**config.mk**
```make
export PLATFORM = sky130hd
export DESIGN_NAME = bresenham_line_rasterizer
export DESIGN_NICKNAME = d
export VERILOG_FILES = /design/src/hdl/brl_pkg.sv /design/src/hdl/bresenham_line_rasterizer.sv
export SDC_FILE = /design/constraint.sdc
export NUM_CORES = 1
export LEC_CHECK = 0
export BUFFER_PORTS_ARGS = -buffer_cell sky130_fd_sc_hd__buf_2
export CAP_MARGIN = 10
export CORE_MARGIN = 10
export CORE_UTILIZATION = 44
export CTS_BUF_LIST = sky130_fd_sc_hd__clkbuf_4 sky130_fd_sc_hd__clkbuf_8
export CTS_CLUSTER_SIZE = 12
export DETAILED_ROUTE_END_ITERATION = 10
export SYNTH_ARGS = -nofsm -noshare
export SYNTH_HDL_FRONTEND = slang
export SYNTH_SLANG_ARGS = --single-unit
```
**constraint.sdc**
```tcl
create_clock -name clock -period 4.89 [get_ports clock]
set_input_delay 0.7335 -clock clock [delete_from_list [all_inputs] [get_ports clock]]
set_output_delay 0.7335 -clock clock [all_outputs]
set_load 0.005 [all_outputs]
```
**src/hdl/brl_pkg.sv**
```systemverilog
// Shared types and constants for the Bresenham line rasterizer.
package brl_pkg;

   localparam int COL_W      = 7;
   localparam int ROW_W      = 6;
   localparam int INDEX_W    = 9;
   localparam int BIT_POS_W  = 3;
   localparam int ERR_W      = 9;
   localparam int BAND_SHIFT = 3;

   typedef enum logic {
      KIND_LOAD    = 1'b0,
      KIND_ADVANCE = 1'b1
   } kind_type;

   typedef struct packed {
      kind_type           kind;
      logic [COL_W-1:0]   start_x;
      logic [ROW_W-1:0]   start_y;
      logic [COL_W-1:0]   end_x;
      logic [ROW_W-1:0]   end_y;
   } req_type;

   typedef struct packed {
      logic [COL_W-1:0]     pixel_x;
      logic [ROW_W-1:0]     pixel_y;
      logic [INDEX_W-1:0]   byte_index;
      logic [BIT_POS_W-1:0] bit_position;
      logic                 on_screen;
      logic                 last;
   } rsp_type;

endpackage

```
**src/hdl/bresenham_line_rasterizer.sv**
```systemverilog
// Bresenham line rasterizer: one beat in, at most one pixel beat out.
//
// A load beat sets up a line; each advance beat emits the current pixel and
// takes one Bresenham step, so the block draws one pixel per clock when the
// source advances every cycle and rsp_stall stays low. Every beat is handled
// in the cycle it is accepted, from the line registers, and its pixel lands in
// a result register backed by a one-entry skid register; req_stall rises only
// while the skid register is full. An advance while idle or a load gives no
// pixel. Off-screen pixels report byte_index 0 with on_screen clear.
module bresenham_line_rasterizer
   import brl_pkg::*;
#(
   parameter int SCREEN_WIDTH  = 84,
   parameter int SCREEN_HEIGHT = 48
) (
   input  logic    clock,
   input  logic    reset,
   input  logic    req_valid,
   output logic    req_stall,
   input  req_type req_data,
   output logic    rsp_valid,
   input  logic    rsp_stall,
   output rsp_type rsp_data
);

   localparam int PROD_W = BIT_POS_W + COL_W + 2;
   localparam int CMP_W  = ERR_W + 2;

   logic                    busy_ff,         busy_in;
   logic [COL_W-1:0]        cur_col_ff,      cur_col_in;
   logic [ROW_W-1:0]        cur_row_ff,      cur_row_in;
   logic [COL_W-1:0]        target_col_ff,   target_col_in;
   logic [ROW_W-1:0]        target_row_ff,   target_row_in;
   logic [COL_W-1:0]        delta_col_ff,    delta_col_in;
   logic [ROW_W-1:0]        delta_row_ff,    delta_row_in;
   logic                    col_step_neg_ff, col_step_neg_in;
   logic                    row_step_neg_ff, row_step_neg_in;
   logic [ERR_W-1:0]        error_term_ff,   error_term_in;

   logic                    out_valid_ff, out_valid_in;
   rsp_type                 out_ff,       out_in;
   logic                    skid_valid_ff, skid_valid_in;
   rsp_type                 skid_ff,       skid_in;

   logic                    accept;
   logic                    push;
   logic                    pop;
   logic                    on_scr;
   logic                    at_end;
   logic [PROD_W-1:0]       index_full;
   rsp_type                 pix;
   logic signed [CMP_W-1:0] err_ext;
   logic signed [CMP_W-1:0] err2;
   logic signed [CMP_W-1:0] dcol_ext;
   logic signed [CMP_W-1:0] drow_ext;
   logic signed [CMP_W-1:0] err_next;
   logic                    step_col;
   logic                    step_row;
   logic                    load_col_up;
   logic                    load_row_up;
   logic [COL_W-1:0]        load_dcol;
   logic [ROW_W-1:0]        load_drow;

   assign req_stall = skid_valid_ff;
   assign accept    = req_valid && !req_stall;
   assign pop       = out_valid_ff && !rsp_stall;
   assign push      = accept && (req_data.kind == KIND_ADVANCE) && busy_ff;

   // Pixel for the current position.
   always_comb begin
      on_scr = ({1'b0, cur_col_ff} < (COL_W+1)'(SCREEN_WIDTH)) &&
               ({1'b0, cur_row_ff} < (ROW_W+1)'(SCREEN_HEIGHT));
      index_full = PROD_W'(cur_col_ff) +
                   PROD_W'(cur_row_ff[ROW_W-1:BAND_SHIFT]) * PROD_W'(SCREEN_WIDTH);
      at_end = (cur_col_ff == target_col_ff) && (cur_row_ff == target_row_ff);
      pix.pixel_x      = cur_col_ff;
      pix.pixel_y      = cur_row_ff;
      pix.byte_index   = on_scr ? index_full[INDEX_W-1:0] : '0;
      pix.bit_position = cur_row_ff[BIT_POS_W-1:0];
      pix.on_screen    = on_scr;
      pix.last         = at_end;
   end

   // One Bresenham step.
   always_comb begin
      err_ext  = CMP_W'(signed'(error_term_ff));
      err2     = err_ext <<< 1;
      dcol_ext = CMP_W'(signed'({1'b0, delta_col_ff}));
      drow_ext = CMP_W'(signed'({1'b0, delta_row_ff}));
      step_col = err2 > -drow_ext;
      step_row = err2 < dcol_ext;
      err_next = err_ext - (step_col ? drow_ext : '0) + (step_row ? dcol_ext : '0);
   end

   // Line setup.
   always_comb begin
      load_col_up = req_data.start_x < req_data.end_x;
      load_row_up = req_data.start_y < req_data.end_y;
      load_dcol   = load_col_up ? (req_data.end_x - req_data.start_x)
                                : (req_data.start_x - req_data.end_x);
      load_drow   = load_row_up ? (req_data.end_y - req_data.start_y)
                                : (req_data.start_y - req_data.end_y);
   end

   always_comb begin
      busy_in         = busy_ff;
      cur_col_in      = cur_col_ff;
      cur_row_in      = cur_row_ff;
      target_col_in   = target_col_ff;
      target_row_in   = target_row_ff;
      delta_col_in    = delta_col_ff;
      delta_row_in    = delta_row_ff;
      col_step_neg_in = col_step_neg_ff;
      row_step_neg_in = row_step_neg_ff;
      error_term_in   = error_term_ff;
      if (accept) begin
         unique case (req_data.kind)
            KIND_LOAD: begin
               busy_in         = 1'b1;
               cur_col_in      = req_data.start_x;
               cur_row_in      = req_data.start_y;
               target_col_in   = req_data.end_x;
               target_row_in   = req_data.end_y;
               delta_col_in    = load_dcol;
               delta_row_in    = load_drow;
               col_step_neg_in = !load_col_up;
               row_step_neg_in = !load_row_up;
               error_term_in   = ERR_W'(load_dcol) - ERR_W'(load_drow);
            end
            KIND_ADVANCE: begin
               if (busy_ff) begin
                  if (at_end) begin
                     busy_in = 1'b0;
                  end else begin
                     error_term_in = err_next[ERR_W-1:0];
                     if (step_col) begin
                        cur_col_in = col_step_neg_ff ? (cur_col_ff - 1'b1)
                                                     : (cur_col_ff + 1'b1);
                     end
                     if (step_row) begin
                        cur_row_in = row_step_neg_ff ? (cur_row_ff - 1'b1)
                                                     : (cur_row_ff + 1'b1);
                     end
                  end
               end
            end
            default: begin
               busy_in = busy_ff;
            end
         endcase
      end
   end

   // Result register plus skid entry; push only happens while the skid is empty.
   always_comb begin
      out_valid_in  = out_valid_ff;
      out_in        = out_ff;
      skid_valid_in = skid_valid_ff;
      skid_in       = skid_ff;
      if (pop) begin
         if (skid_valid_ff) begin
            out_in        = skid_ff;
            skid_valid_in = 1'b0;
         end else begin
            out_valid_in = push;
            out_in       = pix;
         end
      end else if (push) begin
         if (out_valid_ff) begin
            skid_valid_in = 1'b1;
            skid_in       = pix;
         end else begin
            out_valid_in = 1'b1;
            out_in       = pix;
         end
      end
   end

   always_ff @(posedge clock) begin
      if (reset) begin
         busy_ff       <= 1'b0;
         out_valid_ff  <= 1'b0;
         skid_valid_ff <= 1'b0;
      end else begin
         busy_ff       <= busy_in;
         out_valid_ff  <= out_valid_in;
         skid_valid_ff <= skid_valid_in;
      end
   end

   always_ff @(posedge clock) begin
      cur_col_ff      <= cur_col_in;
      cur_row_ff      <= cur_row_in;
      target_col_ff   <= target_col_in;
      target_row_ff   <= target_row_in;
      delta_col_ff    <= delta_col_in;
      delta_row_ff    <= delta_row_in;
      col_step_neg_ff <= col_step_neg_in;
      row_step_neg_ff <= row_step_neg_in;
      error_term_ff   <= error_term_in;
      out_ff          <= out_in;
      skid_ff         <= skid_in;
   end

   assign rsp_valid = out_valid_ff;
   assign rsp_data  = out_ff;

`ifndef SYNTH
   skid_needs_out: assert property (@(posedge clock) disable iff (reset)
      skid_valid_ff |-> out_valid_ff)
      else $error("skid entry held while result register empty");

   load_sets_busy: assert property (@(posedge clock) disable iff (reset)
      accept && (req_data.kind == KIND_LOAD) |=> busy_ff)
      else $error("load did not start a line");

   last_clears_busy: assert property (@(posedge clock) disable iff (reset)
      push && at_end |=> !busy_ff)
      else $error("line still busy after end point");

   offscreen_index_zero: assert property (@(posedge clock) disable iff (reset)
      out_valid_ff && !out_ff.on_screen |-> (out_ff.byte_index == '0))
      else $error("off-screen pixel with nonzero byte index");
`endif

endmodule
```
Word-level counts from Yosys, hierarchy flattened
Index checks and enable logic that the tools add are counted.
{ "word_totals": {"word_cells": 102, "output_inout_bits": 29, "ff_bits": 107, "inputBits": 31} }
{ "op_classes": {"reduce_logical": 20, "n_eq_ne": 8, "n_lt_le_gt_ge": 6, "add_sub_neg": 13, "mux": 28, "n_mul": 1, "bitwise": 2} }
{ "op_table": {"columns": ["cell", "n"], "rows": [
  ["27-bit two-way mux", 4],
  ["7-bit two-way mux", 6],
  ["6-bit two-way mux", 6],
  ["9-bit two-way mux", 3],
  ["9-bit one-hot mux with 2 select lines", 1],
  ["7-bit one-hot mux with 2 select lines", 1],
  ["7-bit subtractor", 2],
  ["6-bit one-hot mux with 2 select lines", 1],
  ["6-bit subtractor", 2],
  ["10-bit by 11-bit greater-than comparator with 1-bit output", 1],
  ["6-bit negator with 11-bit output", 1],
  ["10-bit by 8-bit < comparator with 1-bit output", 1],
  ["7-bit by 9-bit adder with 9-bit output", 1],
  ["9-bit by 8-bit adder with 9-bit output", 1],
  ["9-bit by 7-bit subtractor with 9-bit output", 1],
  ["2-bit by 1-bit != test with 1-bit output, second input constant", 4],
  ["2-bit AND reduction", 4],
  ["4-bit AND reduction", 2],
  ["7-bit by 6-bit subtractor with 8-bit output", 1],
  ["7-bit by 1-bit adder with 7-bit output, second input constant", 1],
  ["7-bit equality test", 1],
  ["7-bit < comparator", 1],
  ["7-bit < comparator, second input constant", 1],
  ["3-bit by 5-bit multiplier with 7-bit output, second input constant", 1],
  ["15 further kinds", 30]
]} }

Logic depth before layout (Yosys ltp)
{ "logic_depth": {"depth_word": 8, "depth_mapped": 20, "depth_no_buf": 20} }

Least setup slack after synthesis
No wires, ideal clock.
{ "synth_timing": {"path_type": "register -> register", "startpoint": "register delta_row_ff[0]", "endpoint": "register error_term_ff[8] (data pin)", "t_arrival_ps": 4000, "setup_slack_ps": 614, "path_buffers": 0, "t_required_ps": 4614, "path_stages_with_launch": 20, "period_less_slack_ps": 4276, "setup_time_ps": 276, "cell_sequence": "edfxtp_1 -> inv_1 -> ha_1 -> and3b_1 -> ha_1 -> a21o_1 -> a21o_1 -> a221oi_1 -> o211a_1 -> nor3_1 -> and2_1 -> fa_1 -> inv_1 -> ha_1 -> a21oi_1 -> o21ai_0 -> a2111oi_0 -> nor3_1 -> xor2_1 -> o22ai_1"} }
{ "synth_between": {"elab_chain_len": 8} }
{ "synth_lines": {"columns": ["element", "line", "rtl"], "rows": [
  ["start, declared", "bresenham_line_rasterizer.sv:35", "logic [ROW_W-1:0] delta_row_ff, delta_row_in;"],
  ["start signal, assigned", "bresenham_line_rasterizer.sv:197", "delta_row_ff <= delta_row_in;"],
  ["6-bit negator with 11-bit output", "bresenham_line_rasterizer.sv:90", "step_col = err2 > -drow_ext;"],
  ["10-bit by 11-bit greater-than comparator with 1-bit output", "bresenham_line_rasterizer.sv:90", null],
  ["6-bit two-way mux (*)", "bresenham_line_rasterizer.sv:92", "err_next = err_ext - (step_col ? drow_ext : '0) + (step_row ? dcol_ext : '0);"],
  ["9-bit by 7-bit subtractor with 9-bit output (*)", "bresenham_line_rasterizer.sv:92", null],
  ["9-bit by 8-bit adder with 9-bit output (*)", "bresenham_line_rasterizer.sv:92", null],
  ["9-bit two-way mux (*)", "bresenham_line_rasterizer.sv:132", "if (at_end) begin"],
  ["9-bit two-way mux (*)", "bresenham_line_rasterizer.sv:131", "if (busy_ff) begin"],
  ["9-bit one-hot mux with 2 select lines (*)", "bresenham_line_rasterizer.sv:117", "unique case (req_data.kind)"],
  ["end signal, assigned", "bresenham_line_rasterizer.sv:200", "error_term_ff <= error_term_in;"],
  ["end, declared", "bresenham_line_rasterizer.sv:38", "logic [ERR_W-1:0] error_term_ff, error_term_in;"]
]} }
Mark *: on every way between the ends. The rest lies on a longest branch, timed or not. The select of a mux whose other input is x is not followed.
A chain may end at the register's enable or synchronous reset.

Worst setup path after layout
{ "layout_timing": {"startpoint": "register delta_row_ff[1]", "endpoint": "register error_term_ff[8] (data pin)"} }
Same word-level chain as after synthesis.

==> metrics.md <==
| Metric | Value |
|---|---|
| Initial core utilization | `44.9%` |
| Antenna Nets Post-Route | `0` |
| P_int | `2.16 mW` |
| Tcrit/Tclk final | `94.4%` |
| CTS root buffer | `clkbuf_8` |
| Placed cell count | `roughly 880` |
| Crit path max fanout | `5` |
| Commonest non-fill, non-tap cell in the layout | `edfxtp_1` |
| Sw frac | `about two fifths` |
| Initial drt markers | `236` |
| Nets | `roughly 820` |
| Clock Power Share | `14.7%` |
| Synth Net Count | `767` |
| Top Metal Used | `met4` |
| Post-CTS Hold Fix Bufs | `0` |
| Synthesis-stage register bit count | `101` |
| Largest net degree at the start of global routing | `32` |
| Initial antenna violation count | `0` |
| P per Cell Area | `481 nW/um2` |
| Mean Syn Cell Area | `10.5 um2` |
| Fin util | `about 50%` |
| Total track usage | `~15%` |
| Htree depth | `3` |
| Vias/cell | `5.27` |
| Final setup viols | `0` |
| Status | `completed` |
| CP required | `approximately 5 ns` |
| Top_reg_cell synth | `edfxtp_1` |
| Clock tree buffer depth | `2` |
| Post-synthesis cell area | `approximately 6800 um2` |
| Num rows | `45` |
| Final WL | `between 15000 and 20000 um` |
| Share of cells above drive strength 1 | `13.1%` |
| Post-synthesis sequential area ratio | `44.0%` |
| Die height | `roughly 140 um` |
| Core Area | `15200 um2` |
| Met3 wire length | `593 um` |
| Slew Viols, Final | `0` |
| Worst clock skew | `0.0194 ns` |
| # diodes | `0` |
| Drt wl/cell | `17.0 um` |
| Design area | `7510 um2` |
| Drt pass-1 iters | `8` |
| Pwr Total | `3.61 mW` |
| MaxCap Viol Count | `0` |
| Post-synth EDFFs | `between 90 and 100` |
| CTS tree | `yes` |
| Area Overhead vs Synth | `10.1%` |
| Unique masters post-synth | `55` |
| Worst rel slew slack | `24.2%` |
| Ys Warns | `0` |
| WS Path Type | `reg2reg` |
| Fin crit period | `roughly 4.6 ns` |
| Sequential share of power | `about a third` |
| Crit path DAT | `~4.7 ns` |
| CP endpoint kind | `register` |
| # clock sinks | `101` |
| HPWL Detailed | `12100 um` |
| Final Hold Viols | `0` |
| First-pass GRT wire length | `24400 um` |
| CTS Buf Count | `9` |
| Clock transition at path regs | `0.11 ns` |
| Leakage | `3.34 nW` |
| Sw Pwr | `1.45 mW` |
| Tightest Pin Transition | `1.14 ns` |
| Synth async-reset ratio | `0%` |
| Largest cells by area after synthesis | `edfxtp_1 43%, ha_1 14%, xnor2_1 5.0%, inv_1 4.9%, nand2_1 4.3%` |
| Vias in the first global route | `4774` |
| Yosys top cell area share | `43.2%` |
| Die X | `between 100 and 150 um` |
| M1 WL | `6810 um` |
| Post-Place Cell Area | `approximately 7300 um2` |
| Logic pwr share | `between 50 and 60%` |
| Vias | `4724` |
| Clk_lat worst skew | `0.39 ns` |
| Layout Cells excl Fill | `896` |
| Gr ovfl total | `0` |
| Worst vdd ir | `0.269 mV` |
| Most frequent cells in the layout | `98 x edfxtp_1, 89 x inv_1, 78 x nand2_1` |
| RePlAce Congestion | `~0.9` |
| # port buffers | `59` |
| Mapped Cells | `647` |
| Routed wl met2 | `7440 um` |
| HP Class | `reg2reg` |
| FMAX | `217 MHz` |
| Startpoint types | `register` |
| RSZ-0062 raised after global routing | `yes` |
| Die area | `20900 um2` |
| I/O pins | `60` |
| Drt drc | `0` |
| Cell accounting for the most synthesized area | `edfxtp_1` |
worst max-delay path, stage by stage, from the launching register on:
cell	delay, ns
edfxtp_1	0.40
inv_1	0.12
ha_1	0.22
and3b_1	0.18
ha_1	0.24
a21o_1	0.19
a21o_1	0.19
a221oi_2	0.30
o211a_1	0.26
nor3_2	0.09
and2_1	0.19
fa_1	0.50
inv_1	0.05
ha_1	0.32
a21oi_1	0.20
o21ai_0	0.14
a2111oi_1	0.38
nor3_1	0.12
xor2_1	0.15
o22ai_1	0.10
metal layers:
| layer | GRT usage, % | vias to the layer above |
|---|---|---|
| met2 | 25.9 | 103 |
| met5 | 0 | - |
| li1 | - | 2354 |
| met3 | 2.43 | 28 |
| met4 | 6.60 | 0 |
| met1 | 18.2 | 2239 |
power by group through the flow:
stage | Combinational (mW) | Sequential [mW] | Clock (mW)
floorplan | 1.46 | 1.19 | 0
global placement | 1.78 | 1.24 | 0
detailed placement | 1.82 | 1.24 | 0
CTS | 1.84 | 1.22 | 0.541
global route | 2.13 | 1.23 | 0.570
finish | 1.86 | 1.22 | 0.533
cells in the mapped netlist, drive strengths merged (6+ instances only):
| cell type | number |
|---|---|
| ha | 75 |
| xnor2 | 39 |
| edfxtp | 98 |
| nand3 | 6 |
| a21o | 15 |
| buf | 6 |
| mux2 | 6 |
| o21ai | 40 |
| mux2i | 11 |
| and2 | 6 |
| inv | 89 |
| clkbuf | 10 |
| nor2 | 26 |
| fa | 14 |
| xor2 | 15 |
| nor3 | 10 |
| a21oi | 29 |
| nor2b | 11 |
| nand2 | 78 |
cell type report:
class,instances,area [um2]
inverter,89,334
tap,188,235
timing repair buffer,61,318
multi-input combinational,441,3420
fill,1396,7690
clock inverter,6,57.6
clock buffer,10,138
sequential,101,3000
flip-flops by register name (all words and copies together) (netlist names):
signal	cells
rsp_data	24
skid_ff	24
error_term_ff	9
cur_col_ff	7
delta_col_ff	7
target_col_ff	7
cur_row_ff	6
delta_row_ff	6
target_row_ff	6
busy_ff	1
col_step_neg_ff	1
req_stall	1
row_step_neg_ff	1
rsp_valid	1
metrics by stage:
| stage | setup slack, ns | hold slack (ns) | setup TNS, ns |
|---|---|---|---|
| 2_1_floorplan | 0.614 | 0.440 | 0 |
| 3_3_place_gp | 0.284 | 0.458 | 0 |
| 3_5_place_dp | 0.138 | 0.472 | 0 |
| 4_1_cts | 0.0927 | 0.486 | 0 |
| 5_1_grt | -0.0215 | 0.508 | -0.0215 |
| 6_report | 0.273 | 0.477 | 0 |
path summary, 6_finish.rpt:
kind	start	to	slack, ns	cells after the start
worst max-delay path	delta_row_ff[1]	error_term_ff[8]	0.27	19
worst min-delay path	busy_ff	busy_ff	0.48	2
worst max register to register	delta_row_ff[1]	error_term_ff[8]	0.27	19
worst min register to register	busy_ff	busy_ff	0.48	2
cell families (layout without fill, tap and decap cells):
group	count (synthesis)	count (layout)	synth area share, %
buffers and inverters	105	166	6.22
AO/OA/AOI/OAI	124	124	11.6
multiplexers	17	17	2.66
flip-flops	101	101	44.0
XOR/XNOR	55	55	7.27
AND/OR/NAND/NOR	156	156	10.4
adder cells (fa/ha/maj)	89	89	17.9
what timing repair did:
| item | 4_1_cts | 5_1_grt |
|---|---|---|
| buffers inserted | 0 | 0 |
| setup endpoints to repair | 0 | 3 |
| gates resized for setup | 0 | 5 |
No activity file was read; power rests on OpenSTA's default activity.
